--- src/hdl/bsbl_pkg.sv ---
`default_nettype none

package bsbl_pkg;

	localparam int LEVEL_W    = 10;
	localparam int SERVO_W    = 9;
	localparam int MULT_W     = 4;
	localparam int TIME_W     = 32;
	localparam int INTERVAL_W = 14;
	localparam int SNUM_W     = 19;
	localparam int BNUM_W     = 14;
	localparam int PADDR_W    = 5;
	localparam int PDATA_W    = 32;
	localparam int REG_AW     = 3;

	typedef enum logic [REG_AW-1:0] {
		REG_ENABLE,
		REG_RELEASE_LEVEL,
		REG_FULL_BRAKE_LEVEL,
		REG_REST_LEVEL,
		REG_SERVO_REST,
		REG_SERVO_FULL,
		REG_BLINK_MAX_MULT,
		REG_BLINK_BASE_MS
	} reg_idx_t;

	typedef struct packed {
		logic [LEVEL_W-1:0] lever;
		logic               braked;
		logic               stopped;
		logic [TIME_W-1:0]  now_ms;
	} bsbl_req_t;

	typedef struct packed {
		logic [SERVO_W-1:0] servo_one;
		logic [SERVO_W-1:0] servo_two;
		logic               servo_write;
		logic               valve_on;
		logic               light_on;
	} bsbl_res_t;

	typedef struct packed {
		logic               enable;
		logic [LEVEL_W-1:0] release_level;
		logic [LEVEL_W-1:0] full_brake_level;
		logic [LEVEL_W-1:0] rest_level;
		logic [SERVO_W-1:0] servo_rest;
		logic [SERVO_W-1:0] servo_full;
		logic [MULT_W-1:0]  blink_max_mult;
		logic [LEVEL_W-1:0] blink_base_ms;
	} cfg_t;

	localparam cfg_t CFG_RESET = '{
		enable:           1'b0,
		release_level:    10'd200,
		full_brake_level: 10'd100,
		rest_level:       10'd200,
		servo_rest:       9'd0,
		servo_full:       9'd270,
		blink_max_mult:   4'd10,
		blink_base_ms:    10'd50
	};

	// A classified request: flags for the special cases and the map operands as
	// sign and magnitude, ready for the dividers.
	typedef struct packed {
		logic               enable;
		logic               braked;
		logic               stopped;
		logic [TIME_W-1:0]  now_ms;
		logic               released;
		logic               servo_flat;
		logic               blink_flat;
		logic [MULT_W-1:0]  maxm;
		logic               sneg;
		logic [SNUM_W-1:0]  snum;
		logic [LEVEL_W-1:0] sden;
		logic               bneg;
		logic [BNUM_W-1:0]  bnum;
		logic [LEVEL_W-1:0] bden;
	} job_t;

	typedef enum logic [1:0] {
		B_IDLE,
		B_DIV,
		B_MUL,
		B_DONE
	} back_state_t;

endpackage

`default_nettype wire

--- src/hdl/bsbl_if.sv ---
`default_nettype none

interface bsbl_req_if import bsbl_pkg::*; ();
	logic      valid;
	logic      ready;
	bsbl_req_t data;

	modport source(output valid, output data, input ready);
	modport sink(input valid, input data, output ready);
endinterface

interface bsbl_res_if import bsbl_pkg::*; ();
	logic      valid;
	logic      ready;
	bsbl_res_t data;

	modport source(output valid, output data, input ready);
	modport sink(input valid, input data, output ready);
endinterface

`default_nettype wire

--- src/hdl/brake_servo_and_blink_light_core.sv ---
// Brake servo and blink light controller. Each request is one control tick; it yields
// exactly one result with both servo positions, a servo write flag, the valve level and
// the brake light level. Requests are taken into a small queue and worked one at a time.
// In the back end a request is taken from the queue and starts the dividers; the servo map
// divider retires two quotient bits per cycle over a 19-bit numerator; then the maps and
// clamps are applied, the blink interval is multiplied and last the state is updated and
// the result register loaded. A result waiting at the output holds the back end, while new
// requests still enter the queue until it is full.
// Registers are written over the APB port at byte address 4*i and should be changed only
// while no request is in flight.
`default_nettype none

module brake_servo_and_blink_light_core import bsbl_pkg::*; #(
	parameter int QUEUE_DEPTH = 2
) (
	input  logic               clk,
	input  logic               arst_n,
	bsbl_req_if.sink           req,
	bsbl_res_if.source         res,
	input  logic               psel,
	input  logic               penable,
	input  logic               pwrite,
	input  logic [PADDR_W-1:0] paddr,
	input  logic [PDATA_W-1:0] pwdata,
	output logic [PDATA_W-1:0] prdata,
	output logic               pready
);

	cfg_t     cfg_q;
	reg_idx_t reg_idx;
	logic     cfg_wr;
	logic     q_full;
	logic     q_empty;
	logic     push;
	logic     pop;
	job_t     job_in;
	job_t     job_out;

	assign pready  = 1'b1;
	assign reg_idx = reg_idx_t'(paddr[PADDR_W-1:2]);
	assign cfg_wr  = psel && penable && pwrite;

	always_ff @(posedge clk or negedge arst_n) begin
		if (!arst_n) begin
			cfg_q <= CFG_RESET;
		end else if (cfg_wr) begin
			unique case (reg_idx)
				REG_ENABLE:           cfg_q.enable           <= pwdata[0];
				REG_RELEASE_LEVEL:    cfg_q.release_level    <= pwdata[LEVEL_W-1:0];
				REG_FULL_BRAKE_LEVEL: cfg_q.full_brake_level <= pwdata[LEVEL_W-1:0];
				REG_REST_LEVEL:       cfg_q.rest_level       <= pwdata[LEVEL_W-1:0];
				REG_SERVO_REST:       cfg_q.servo_rest       <= pwdata[SERVO_W-1:0];
				REG_SERVO_FULL:       cfg_q.servo_full       <= pwdata[SERVO_W-1:0];
				REG_BLINK_MAX_MULT:   cfg_q.blink_max_mult   <= pwdata[MULT_W-1:0];
				REG_BLINK_BASE_MS:    cfg_q.blink_base_ms    <= pwdata[LEVEL_W-1:0];
				default: ;
			endcase
		end
	end

	always_comb begin
		prdata = '0;
		unique case (reg_idx)
			REG_ENABLE:           prdata[0]           = cfg_q.enable;
			REG_RELEASE_LEVEL:    prdata[LEVEL_W-1:0] = cfg_q.release_level;
			REG_FULL_BRAKE_LEVEL: prdata[LEVEL_W-1:0] = cfg_q.full_brake_level;
			REG_REST_LEVEL:       prdata[LEVEL_W-1:0] = cfg_q.rest_level;
			REG_SERVO_REST:       prdata[SERVO_W-1:0] = cfg_q.servo_rest;
			REG_SERVO_FULL:       prdata[SERVO_W-1:0] = cfg_q.servo_full;
			REG_BLINK_MAX_MULT:   prdata[MULT_W-1:0]  = cfg_q.blink_max_mult;
			REG_BLINK_BASE_MS:    prdata[LEVEL_W-1:0] = cfg_q.blink_base_ms;
			default: ;
		endcase
	end

	bsbl_front u_front (
		.cfg    (cfg_q),
		.req    (req),
		.q_full (q_full),
		.push   (push),
		.job    (job_in)
	);

	bsbl_queue #(.DEPTH(QUEUE_DEPTH)) u_queue (
		.clk    (clk),
		.arst_n (arst_n),
		.push   (push),
		.wdata  (job_in),
		.full   (q_full),
		.pop    (pop),
		.empty  (q_empty),
		.rdata  (job_out)
	);

	bsbl_back u_back (
		.clk     (clk),
		.arst_n  (arst_n),
		.cfg     (cfg_q),
		.q_empty (q_empty),
		.job     (job_out),
		.pop     (pop),
		.res     (res)
	);

endmodule

`default_nettype wire

--- src/hdl/bsbl_front.sv ---
`default_nettype none

module bsbl_front import bsbl_pkg::*; (
	input  cfg_t          cfg,
	bsbl_req_if.sink      req,
	input  logic          q_full,
	output logic          push,
	output job_t          job
);

	logic signed [LEVEL_W:0] dn;
	logic signed [LEVEL_W:0] dd;
	logic signed [LEVEL_W:0] bx;
	logic signed [LEVEL_W:0] br;
	logic signed [SERVO_W:0] span;
	logic [LEVEL_W-1:0]      dn_mag;
	logic [LEVEL_W-1:0]      dd_mag;
	logic [LEVEL_W-1:0]      bx_mag;
	logic [LEVEL_W-1:0]      br_mag;
	logic [SERVO_W-1:0]      span_mag;
	logic [MULT_W-1:0]       maxm;
	logic [MULT_W-1:0]       mstep;

	assign req.ready = !q_full;
	assign push      = req.valid && !q_full;

	assign dn   = $signed({1'b0, req.data.lever}) - $signed({1'b0, cfg.full_brake_level});
	assign dd   = $signed({1'b0, cfg.release_level}) - $signed({1'b0, cfg.full_brake_level});
	assign bx   = $signed({1'b0, req.data.lever}) - $signed({1'b0, cfg.rest_level});
	assign br   = $signed({1'b0, cfg.full_brake_level}) - $signed({1'b0, cfg.rest_level});
	assign span = $signed({1'b0, cfg.servo_full}) - $signed({1'b0, cfg.servo_rest});

	assign dn_mag   = dn[LEVEL_W] ? LEVEL_W'(-dn) : LEVEL_W'(dn);
	assign dd_mag   = dd[LEVEL_W] ? LEVEL_W'(-dd) : LEVEL_W'(dd);
	assign bx_mag   = bx[LEVEL_W] ? LEVEL_W'(-bx) : LEVEL_W'(bx);
	assign br_mag   = br[LEVEL_W] ? LEVEL_W'(-br) : LEVEL_W'(br);
	assign span_mag = span[SERVO_W] ? SERVO_W'(-span) : SERVO_W'(span);

	assign maxm  = (cfg.blink_max_mult == '0) ? MULT_W'(1) : cfg.blink_max_mult;
	assign mstep = maxm - MULT_W'(1);

	always_comb begin
		job.enable     = cfg.enable;
		job.braked     = req.data.braked;
		job.stopped    = req.data.stopped;
		job.now_ms     = req.data.now_ms;
		job.released   = req.data.lever > cfg.release_level;
		job.servo_flat = cfg.release_level == cfg.full_brake_level;
		job.blink_flat = br == '0;
		job.maxm       = maxm;
		job.sneg       = dn[LEVEL_W] ^ span[SERVO_W] ^ dd[LEVEL_W];
		job.snum       = SNUM_W'(dn_mag) * SNUM_W'(span_mag);
		job.sden       = dd_mag;
		// The blink map numerator is the negated lever offset times the step.
		job.bneg       = !bx[LEVEL_W] ^ br[LEVEL_W];
		job.bnum       = BNUM_W'(bx_mag) * BNUM_W'(mstep);
		job.bden       = br_mag;
	end

endmodule

`default_nettype wire

--- src/hdl/bsbl_queue.sv ---
`default_nettype none

module bsbl_queue import bsbl_pkg::*; #(
	parameter int DEPTH = 2
) (
	input  logic clk,
	input  logic arst_n,
	input  logic push,
	input  job_t wdata,
	output logic full,
	input  logic pop,
	output logic empty,
	output job_t rdata
);

	localparam int AW = (DEPTH > 1) ? $clog2(DEPTH) : 1;
	localparam int CW = $clog2(DEPTH + 1);

	job_t          mem [DEPTH];
	logic [AW-1:0] wr_ptr_q;
	logic [AW-1:0] rd_ptr_q;
	logic [CW-1:0] count_q;

	assign full  = count_q == CW'(DEPTH);
	assign empty = count_q == '0;
	assign rdata = mem[rd_ptr_q];

	always_ff @(posedge clk or negedge arst_n) begin
		if (!arst_n) begin
			wr_ptr_q <= '0;
			rd_ptr_q <= '0;
			count_q  <= '0;
		end else begin
			if (push) begin
				wr_ptr_q <= (wr_ptr_q == AW'(DEPTH - 1)) ? '0 : wr_ptr_q + AW'(1);
			end
			if (pop) begin
				rd_ptr_q <= (rd_ptr_q == AW'(DEPTH - 1)) ? '0 : rd_ptr_q + AW'(1);
			end
			count_q <= count_q + CW'(push) - CW'(pop);
		end
	end

	always_ff @(posedge clk) begin
		if (push) begin
			mem[wr_ptr_q] <= wdata;
		end
	end

endmodule

`default_nettype wire

--- src/hdl/bsbl_div.sv ---
`default_nettype none

module bsbl_div #(
	parameter int NUM_W = 8,
	parameter int DEN_W = 8
) (
	input  logic             clk,
	input  logic             arst_n,
	input  logic             start,
	input  logic [NUM_W-1:0] num,
	input  logic [DEN_W-1:0] den,
	output logic             busy,
	output logic [NUM_W-1:0] quo
);

	localparam int STEPS = (NUM_W + 1) / 2;
	localparam int PAD_W = 2 * STEPS;
	localparam int CNT_W = $clog2(STEPS + 1);

	logic             busy_q;
	logic [CNT_W-1:0] cnt_q;
	logic [PAD_W-1:0] acc_q;
	logic [PAD_W-1:0] acc_d;
	logic [DEN_W-1:0] rem_q;
	logic [DEN_W-1:0] rem_d;
	logic [DEN_W-1:0] den_q;

	// Two restoring steps per cycle; quotient bits shift in from the bottom.
	always_comb begin
		logic [DEN_W:0]   trial;
		logic [PAD_W-1:0] a;
		logic [DEN_W-1:0] r;
		a = acc_q;
		r = rem_q;
		for (int i = 0; i < 2; i++) begin
			trial = {r, a[PAD_W-1]};
			a = {a[PAD_W-2:0], 1'b0};
			if (trial >= {1'b0, den_q}) begin
				trial = trial - {1'b0, den_q};
				a[0] = 1'b1;
			end
			r = trial[DEN_W-1:0];
		end
		acc_d = a;
		rem_d = r;
	end

	always_ff @(posedge clk or negedge arst_n) begin
		if (!arst_n) begin
			busy_q <= 1'b0;
			cnt_q  <= '0;
		end else if (start) begin
			busy_q <= 1'b1;
			cnt_q  <= CNT_W'(STEPS);
		end else if (busy_q) begin
			cnt_q <= cnt_q - CNT_W'(1);
			if (cnt_q == CNT_W'(1)) begin
				busy_q <= 1'b0;
			end
		end
	end

	always_ff @(posedge clk) begin
		if (start) begin
			acc_q <= PAD_W'(num);
			rem_q <= '0;
			den_q <= den;
		end else if (busy_q) begin
			acc_q <= acc_d;
			rem_q <= rem_d;
		end
	end

	assign busy = busy_q;
	assign quo  = acc_q[NUM_W-1:0];

endmodule

`default_nettype wire

--- src/hdl/bsbl_back.sv ---
`default_nettype none

module bsbl_back import bsbl_pkg::*; (
	input  logic       clk,
	input  logic       arst_n,
	input  cfg_t       cfg,
	input  logic       q_empty,
	input  job_t       job,
	output logic       pop,
	bsbl_res_if.source res
);

	localparam int SQ_W = SNUM_W + 2;
	localparam int BQ_W = BNUM_W + 2;
	localparam logic signed [BQ_W-1:0] BQ_ONE = BQ_W'(1);

	back_state_t state_q;
	back_state_t state_d;
	job_t        job_q;

	logic div_start;
	logic calc_load;
	logic ivl_load;
	logic out_load;
	logic sdiv_busy;
	logic bdiv_busy;
	logic [SNUM_W-1:0] squo;
	logic [BNUM_W-1:0] bquo;

	logic signed [SQ_W-1:0] sq_mag;
	logic signed [SQ_W-1:0] sq;
	logic signed [SQ_W-1:0] sa;
	logic signed [SQ_W-1:0] sb;
	logic signed [SQ_W-1:0] s_lo_x;
	logic signed [SQ_W-1:0] s_hi_x;
	logic [SERVO_W-1:0]     s_lo;
	logic [SERVO_W-1:0]     s_hi;
	logic [SERVO_W-1:0]     sa_c;
	logic [SERVO_W-1:0]     sb_c;
	logic [SERVO_W-1:0]     s1_d;
	logic [SERVO_W-1:0]     s2_d;

	logic signed [BQ_W-1:0] bq_mag;
	logic signed [BQ_W-1:0] bq;
	logic signed [BQ_W-1:0] bm;
	logic signed [BQ_W-1:0] maxm_x;
	logic [MULT_W-1:0]      mult_d;

	logic [SERVO_W-1:0]    s1_q;
	logic [SERVO_W-1:0]    s2_q;
	logic [MULT_W-1:0]     mult_q;
	logic [INTERVAL_W-1:0] interval_q;

	logic [SERVO_W-1:0] last_servo_q;
	logic [SERVO_W-1:0] last_servo_d;
	logic               valve_q;
	logic               valve_d;
	logic               light_q;
	logic               light_d;
	logic [TIME_W-1:0]  last_toggle_q;
	logic [TIME_W-1:0]  last_toggle_d;
	logic [TIME_W-1:0]  elapsed;
	logic               wr;

	logic      out_valid_q;
	bsbl_res_t out_data_q;
	bsbl_res_t out_data_d;

	bsbl_div #(.NUM_W(SNUM_W), .DEN_W(LEVEL_W)) u_sdiv (
		.clk    (clk),
		.arst_n (arst_n),
		.start  (div_start),
		.num    (job.snum),
		.den    (job.sden),
		.busy   (sdiv_busy),
		.quo    (squo)
	);

	bsbl_div #(.NUM_W(BNUM_W), .DEN_W(LEVEL_W)) u_bdiv (
		.clk    (clk),
		.arst_n (arst_n),
		.start  (div_start),
		.num    (job.bnum),
		.den    (job.bden),
		.busy   (bdiv_busy),
		.quo    (bquo)
	);

	always_comb begin
		state_d = state_q;
		unique case (state_q)
			B_IDLE: begin
				if (!q_empty) state_d = B_DIV;
			end
			B_DIV: begin
				if (!sdiv_busy && !bdiv_busy) state_d = B_MUL;
			end
			B_MUL: begin
				state_d = B_DONE;
			end
			B_DONE: begin
				if (!out_valid_q || res.ready) state_d = B_IDLE;
			end
			default: state_d = B_IDLE;
		endcase
	end

	always_comb begin
		div_start = 1'b0;
		calc_load = 1'b0;
		ivl_load  = 1'b0;
		out_load  = 1'b0;
		unique case (state_q)
			B_IDLE: div_start = !q_empty;
			B_DIV:  calc_load = !sdiv_busy && !bdiv_busy;
			B_MUL:  ivl_load  = 1'b1;
			B_DONE: out_load  = !out_valid_q || res.ready;
			default: ;
		endcase
	end

	assign pop = div_start;

	// Servo map: one quotient serves both servos, with opposite signs.
	always_comb begin
		sq_mag = $signed({2'b00, squo});
		sq     = job_q.sneg ? -sq_mag : sq_mag;
		s_lo   = (cfg.servo_rest < cfg.servo_full) ? cfg.servo_rest : cfg.servo_full;
		s_hi   = (cfg.servo_rest < cfg.servo_full) ? cfg.servo_full : cfg.servo_rest;
		s_lo_x = $signed({{(SQ_W - SERVO_W){1'b0}}, s_lo});
		s_hi_x = $signed({{(SQ_W - SERVO_W){1'b0}}, s_hi});
		sa     = $signed({{(SQ_W - SERVO_W){1'b0}}, cfg.servo_full}) - sq;
		sb     = $signed({{(SQ_W - SERVO_W){1'b0}}, cfg.servo_rest}) + sq;
		sa_c   = (sa < s_lo_x) ? s_lo : ((sa > s_hi_x) ? s_hi : sa[SERVO_W-1:0]);
		sb_c   = (sb < s_lo_x) ? s_lo : ((sb > s_hi_x) ? s_hi : sb[SERVO_W-1:0]);
		if (job_q.released) begin
			s1_d = cfg.servo_rest;
			s2_d = cfg.servo_full;
		end else if (job_q.servo_flat) begin
			s1_d = cfg.servo_full;
			s2_d = cfg.servo_rest;
		end else begin
			s1_d = sa_c;
			s2_d = sb_c;
		end
	end

	always_comb begin
		bq_mag = $signed({2'b00, bquo});
		bq     = job_q.bneg ? -bq_mag : bq_mag;
		maxm_x = $signed({{(BQ_W - MULT_W){1'b0}}, job_q.maxm});
		bm     = bq + maxm_x;
		if (job_q.blink_flat || bm < BQ_ONE) begin
			mult_d = MULT_W'(1);
		end else if (bm > maxm_x) begin
			mult_d = job_q.maxm;
		end else begin
			mult_d = bm[MULT_W-1:0];
		end
	end

	assign elapsed = job_q.now_ms - last_toggle_q;

	always_comb begin
		light_d       = light_q;
		valve_d       = valve_q;
		last_toggle_d = last_toggle_q;
		last_servo_d  = last_servo_q;
		wr            = 1'b0;
		if (job_q.enable) begin
			valve_d = job_q.braked;
			if (!job_q.braked) begin
				light_d = 1'b0;
			end else if (job_q.stopped) begin
				light_d = 1'b1;
			end else if (elapsed >= TIME_W'(interval_q)) begin
				light_d       = !light_q;
				last_toggle_d = job_q.now_ms;
			end
			if (!(s1_q == cfg.servo_rest && last_servo_q == s1_q)) begin
				wr           = 1'b1;
				last_servo_d = s1_q;
			end
		end
		out_data_d.servo_one   = job_q.enable ? s1_q : '0;
		out_data_d.servo_two   = job_q.enable ? s2_q : '0;
		out_data_d.servo_write = wr;
		out_data_d.valve_on    = valve_d;
		out_data_d.light_on    = light_d;
	end

	always_ff @(posedge clk or negedge arst_n) begin
		if (!arst_n) begin
			state_q       <= B_IDLE;
			out_valid_q   <= 1'b0;
			last_servo_q  <= '0;
			valve_q       <= 1'b0;
			light_q       <= 1'b0;
			last_toggle_q <= '0;
		end else begin
			state_q <= state_d;
			if (out_load) begin
				out_valid_q   <= 1'b1;
				last_servo_q  <= last_servo_d;
				valve_q       <= valve_d;
				light_q       <= light_d;
				last_toggle_q <= last_toggle_d;
			end else if (res.ready) begin
				out_valid_q <= 1'b0;
			end
		end
	end

	always_ff @(posedge clk) begin
		if (div_start) job_q <= job;
		if (calc_load) begin
			s1_q   <= s1_d;
			s2_q   <= s2_d;
			mult_q <= mult_d;
		end
		if (ivl_load) interval_q <= INTERVAL_W'(mult_q) * INTERVAL_W'(cfg.blink_base_ms);
		if (out_load) out_data_q <= out_data_d;
	end

	assign res.valid = out_valid_q;
	assign res.data  = out_data_q;

endmodule

`default_nettype wire

--- src/flat_wrapper.sv ---
// flat-port wrapper written by rule: the top's interface ports become plain ports
module brake_servo_and_blink_light_core_flat import bsbl_pkg::*;
#(
	parameter int QUEUE_DEPTH = 2
)
  (clk, arst_n, psel, penable, pwrite, paddr, pwdata, prdata, pready, req_valid, req_data, req_ready, res_valid, res_data, res_ready);
  bsbl_req_if req_i ();
  bsbl_res_if res_i ();
  input  logic clk;
  input  logic arst_n;
  input  logic psel;
  input  logic penable;
  input  logic pwrite;
  input  logic [PADDR_W-1:0] paddr;
  input  logic [PDATA_W-1:0] pwdata;
  output logic [PDATA_W-1:0] prdata;
  output logic pready;
  input wire logic [$bits(req_i.valid)-1:0] req_valid;
  input wire logic [$bits(req_i.data)-1:0] req_data;
  output wire logic [$bits(req_i.ready)-1:0] req_ready;
  output wire logic [$bits(res_i.valid)-1:0] res_valid;
  output wire logic [$bits(res_i.data)-1:0] res_data;
  input wire logic [$bits(res_i.ready)-1:0] res_ready;
  assign req_i.valid = req_valid;
  assign req_i.data = req_data;
  assign req_ready = req_i.ready;
  assign res_valid = res_i.valid;
  assign res_data = res_i.data;
  assign res_i.ready = res_ready;
  brake_servo_and_blink_light_core #(.QUEUE_DEPTH(QUEUE_DEPTH)) u_core (.clk(clk), .arst_n(arst_n), .req(req_i), .res(res_i), .psel(psel), .penable(penable), .pwrite(pwrite), .paddr(paddr), .pwdata(pwdata), .prdata(prdata), .pready(pready));
endmodule
--- config.mk ---
export PLATFORM = sky130hd
export DESIGN_NAME = brake_servo_and_blink_light_core_flat
export DESIGN_NICKNAME = d
export VERILOG_FILES = /design/src/hdl/bsbl_pkg.sv /design/src/hdl/bsbl_if.sv /design/src/hdl/brake_servo_and_blink_light_core.sv /design/src/hdl/bsbl_front.sv /design/src/hdl/bsbl_queue.sv /design/src/hdl/bsbl_div.sv /design/src/hdl/bsbl_back.sv /design/src/flat_wrapper.sv
export SDC_FILE = /design/constraint.sdc
export NUM_CORES = 1
export LEC_CHECK = 0
export BUFFER_PORTS_ARGS = -buffer_cell sky130_fd_sc_hd__buf_4
export CORE_AREA = 2 2 276 278
export CTS_CLUSTER_DIAMETER = 40
export DETAILED_ROUTE_END_ITERATION = 8
export DIE_AREA = 0 0 278 280
export PLACE_DENSITY = 0.78
export REMOVE_ABC_BUFFERS = 1
export SYNTH_ARGS = -nofsm -noshare
export SYNTH_HDL_FRONTEND = slang
export SYNTH_HIERARCHICAL = 1
export SYNTH_SLANG_ARGS = --single-unit
export TNS_END_PERCENT = 50
--- constraint.sdc ---
create_clock -name clk -period 6.38 [get_ports clk]
set_clock_uncertainty 0.05 [all_clocks]
set_input_delay 1.276 -clock clk [delete_from_list [all_inputs] [get_ports clk]]
set_output_delay 1.276 -clock clk [all_outputs]
set_load 0.03 [all_outputs]
==> results.md <==
* Sequential fraction of the synthesis area at 37.5%
* Worst-case clock buffer depth at 3
* # diodes at 0
* DR pass1 iterations at 5
* Yosys reg bits at 491
* Final setup vio count at 12
* Violated checks: negative setup slack
* FILL cells at 6014
* Final WL at 91000 um
* Worst setup EP type: flip-flop
* CTS H-tree lvls at 3
* Die area at 0.0778 mm2
* Asr flop ratio synth at 24.8%
* Pre-CTS setup slack at -1.47 ns
* Vias at 27600
* Post-synth cell types at 119
* CTS tree: yes
* Critical path startpoint category: input pin
* Die width at 278 um
* Routed wire per std cell at 19.0 um
* Top FF cell, synth: edfxtp_1
* Max_cap viols at 0
* Endpoints failing hold at 0
* CTS buffer count at 67
* Worst Path Required at 6.66 ns
* Final ANT Viol Nets at 0
* Max-slew violations at 0
* DP Wirelength at 67800 um
* Pin count of the biggest net entering global routing at 98
* Synth warn at 6
* Setup Crit Path Kind: in2reg
* Clk slew on worst S/H paths at 0.05 ns
* RSZ-0062 raised after global routing: true
* Data arrival, critical path at 6.83 ns
* Core Region at 0.0752 mm2
* Die Ht at 280 um
* Initial Util at 49.4%
* Mux share of post-synthesis cell area at 9.93%
* I/O pin total at 144
* Syn Area/Cell at 10.6 um2
* Clock Latency Late Sink at 0.62 ns
* Worst hold path class: reg2reg
* Gate Count Post-Synth at 3499
* Final setup TNS at -1.56 ns
* Initial antenna violation count at 8
* Row count at 101
* XOR/XNOR Fraction of Synth Area at 4.78%
* Actual slew at the worst max-slew pin at 1.04 ns
* Most common cell after layout, fill and taps aside: edfxtp_1
* Vias in the first global route at 27500
* Area Overhead vs Synth at 15.3%
* EDFF count, synth at 348
* Drt via density at 5.76
* Fmax at 153 MHz
* Hold slack at 0.426 ns
* Global-route wire length before repair at 144000 um
* Port bufs at 96
* DRC Markers at 0
* Max-slew headroom at 30.9%
* Syn Std Cell Area at 0.0372 mm2
* GRT overflow at 0
* Compound-Gate Fraction of Synth Area at 12.8%
* Tcrit/Tclk final at 103%
* Layout cell share with drive strength beyond 1 at 23.7%
* Final GP Congestion at 0.944
* Critical path fanouts, max at 3
* Util after Layout at 57.0%
* Post-synthesis simple-gate area fraction at 12.5%
* Nets@finish at 4256
* Worst Setup Slack, final at -0.164 ns
* Most frequent cells in the layout: edfxtp_1, inv_1, buf_4
* CTS sink count at 491
* Largest family of logic cells by synthesized area: adder cells
* Starting DRC count in detailed routing at 2175
* Synthesized-area fraction occupied by adder cells at 15.9%
* Status: finished, violations left
* All-Layer GR Usage at 23.1%
* Period minus WS final at 6.54 ns
* Root Driver: clkbuf_16
area by class of cell:
type | count | area (um2) | share of cell area [%]
well taps | 978 | 1220 | 2.86
clock buffers | 75 | 1770 | 4.13
flip-flops and latches | 491 | 13900 | 32.6
inverters | 349 | 1320 | 3.09
repair buffers | 334 | 2590 | 6.04
clock inverters | 47 | 507 | 1.18
multi-input cells | 2515 | 21500 | 50.2
layer usage:
layer  global-route usage (%)  wire [um]
met3                     6.05       7900
met1                     30.4      38800
met2                     37.2      41900
met4                     7.46       2430
met5                        0         78
synth_stat cells (all sizes together) (49+ instances only):
cell / number / share of area [%]
inv: 349 / 3.5
edfxtp: 348 / 28
ha: 308 / 10
mux2: 260 / 8.2
nand2: 204 / 2.1
nor2: 198 / 2.1
a21oi: 190 / 2.6
xnor2: 129 / 3.1
buf: 127 / 2.6
o21ai: 114 / 1.5
dfrtp: 104 / 7.0
fa: 102 / 5.5
nand2b: 68 / 1.1
xor2: 67 / 1.6
nor3: 63 / 0.86
a21o: 56 / 1.1
mux2i: 52 / 1.4
nand3: 52 / 0.70
nor2b: 51 / 0.86
and2: 49 / 0.82
registers in the layout, indices dropped and copies added (netlist names), 14 cells and up:
register                     cells
u_core/u_back/last_toggle_q     32
u_core/u_back/u_sdiv/acc_q      20
u_core/u_back/job_q             44
u_core/u_back/u_bdiv/quo        14
u_core/u_back/interval_q        14
u_core/u_queue/mem             194
u_core/cfg_q                    63
u_core/u_back/res.data          21
repair_timing:
item / 4_1_cts / 5_1_grt
resized for setup: 90 / 43
setup endpoints to repair: 20 / 64
buffers inserted: 20 / 11
cloned: 1 / 0
hold buffers: 0 / 0
pin swaps: 91 / 29
critical path, cell delays in order:
cell and delay [ns]:
buf_12 0.11, clkinv_8 0.04, ha_4 0.14, inv_2 0.04
fa_2 0.36, a21oi_4 0.20, o221ai_2 0.13, a21oi_2 0.19
buf_4 0.17, xor2_2 0.16, a41oi_2 0.17, xnor2_2 0.17
or2_1 0.23, fa_1 0.51, inv_2 0.04, fa_1 0.47
fa_1 0.51, inv_2 0.05, fa_1 0.54, inv_2 0.05
ha_4 0.30, nand2_4 0.06, a21oi_4 0.15, a2111oi_4 0.07
buf_4 0.14, o211a_1 0.25, nor3b_2 0.22, a211oi_2 0.06
path summary, 6_finish.rpt:
kind / startpoint / end / slack [ns] / cells past startpoint
worst max-delay path: req_data[34] / u_core/u_queue/mem[0][53]$_DFFE_PP_ / -0.16 / 28
worst min register to register: u_core/u_back/u_sdiv/rem_q[7]$_SDFFE_PP0P_ / u_core/u_back/u_sdiv/rem_q[7]$_SDFFE_PP0P_ / 0.43 / 2
max in group asynchronous: arst_n / u_core/cfg_q[61]$_DFFE_PN0P_ / 4.30 / 2
worst min-delay path: u_core/u_back/u_sdiv/rem_q[7]$_SDFFE_PP0P_ / u_core/u_back/u_sdiv/rem_q[7]$_SDFFE_PP0P_ / 0.43 / 2
min in group asynchronous: arst_n / u_core/u_back/u_bdiv/cnt_q[0]$_DFFE_PN0P_ / 0.66 / 1
worst max register to register: u_core/cfg_q[14]$_DFFE_PN0P_ / u_core/u_queue/mem[1][51]$_DFFE_PP_ / -0.06 / 28
cell families after synthesis:
kind of cell               Yosys count
xor gates and xnor gates           197
other                                2
DFF                                491
adders and majority gates          411
buffers and inverters              515
and+or+nand+nor                    887
muxes                              317
AOI/OAI and AO/OA                  679
metrics by stage:
step,cells,instance area (um2)
floorplan,3354,36100
global placement,4637,39700
detailed placement,4637,39700
CTS,4778,42600
global route,4789,42900
finish,4789,42900
Power is left out: the tool's default activity adds up to more than one toggle a clock period on the data nets, which glitch-free logic cannot reach.
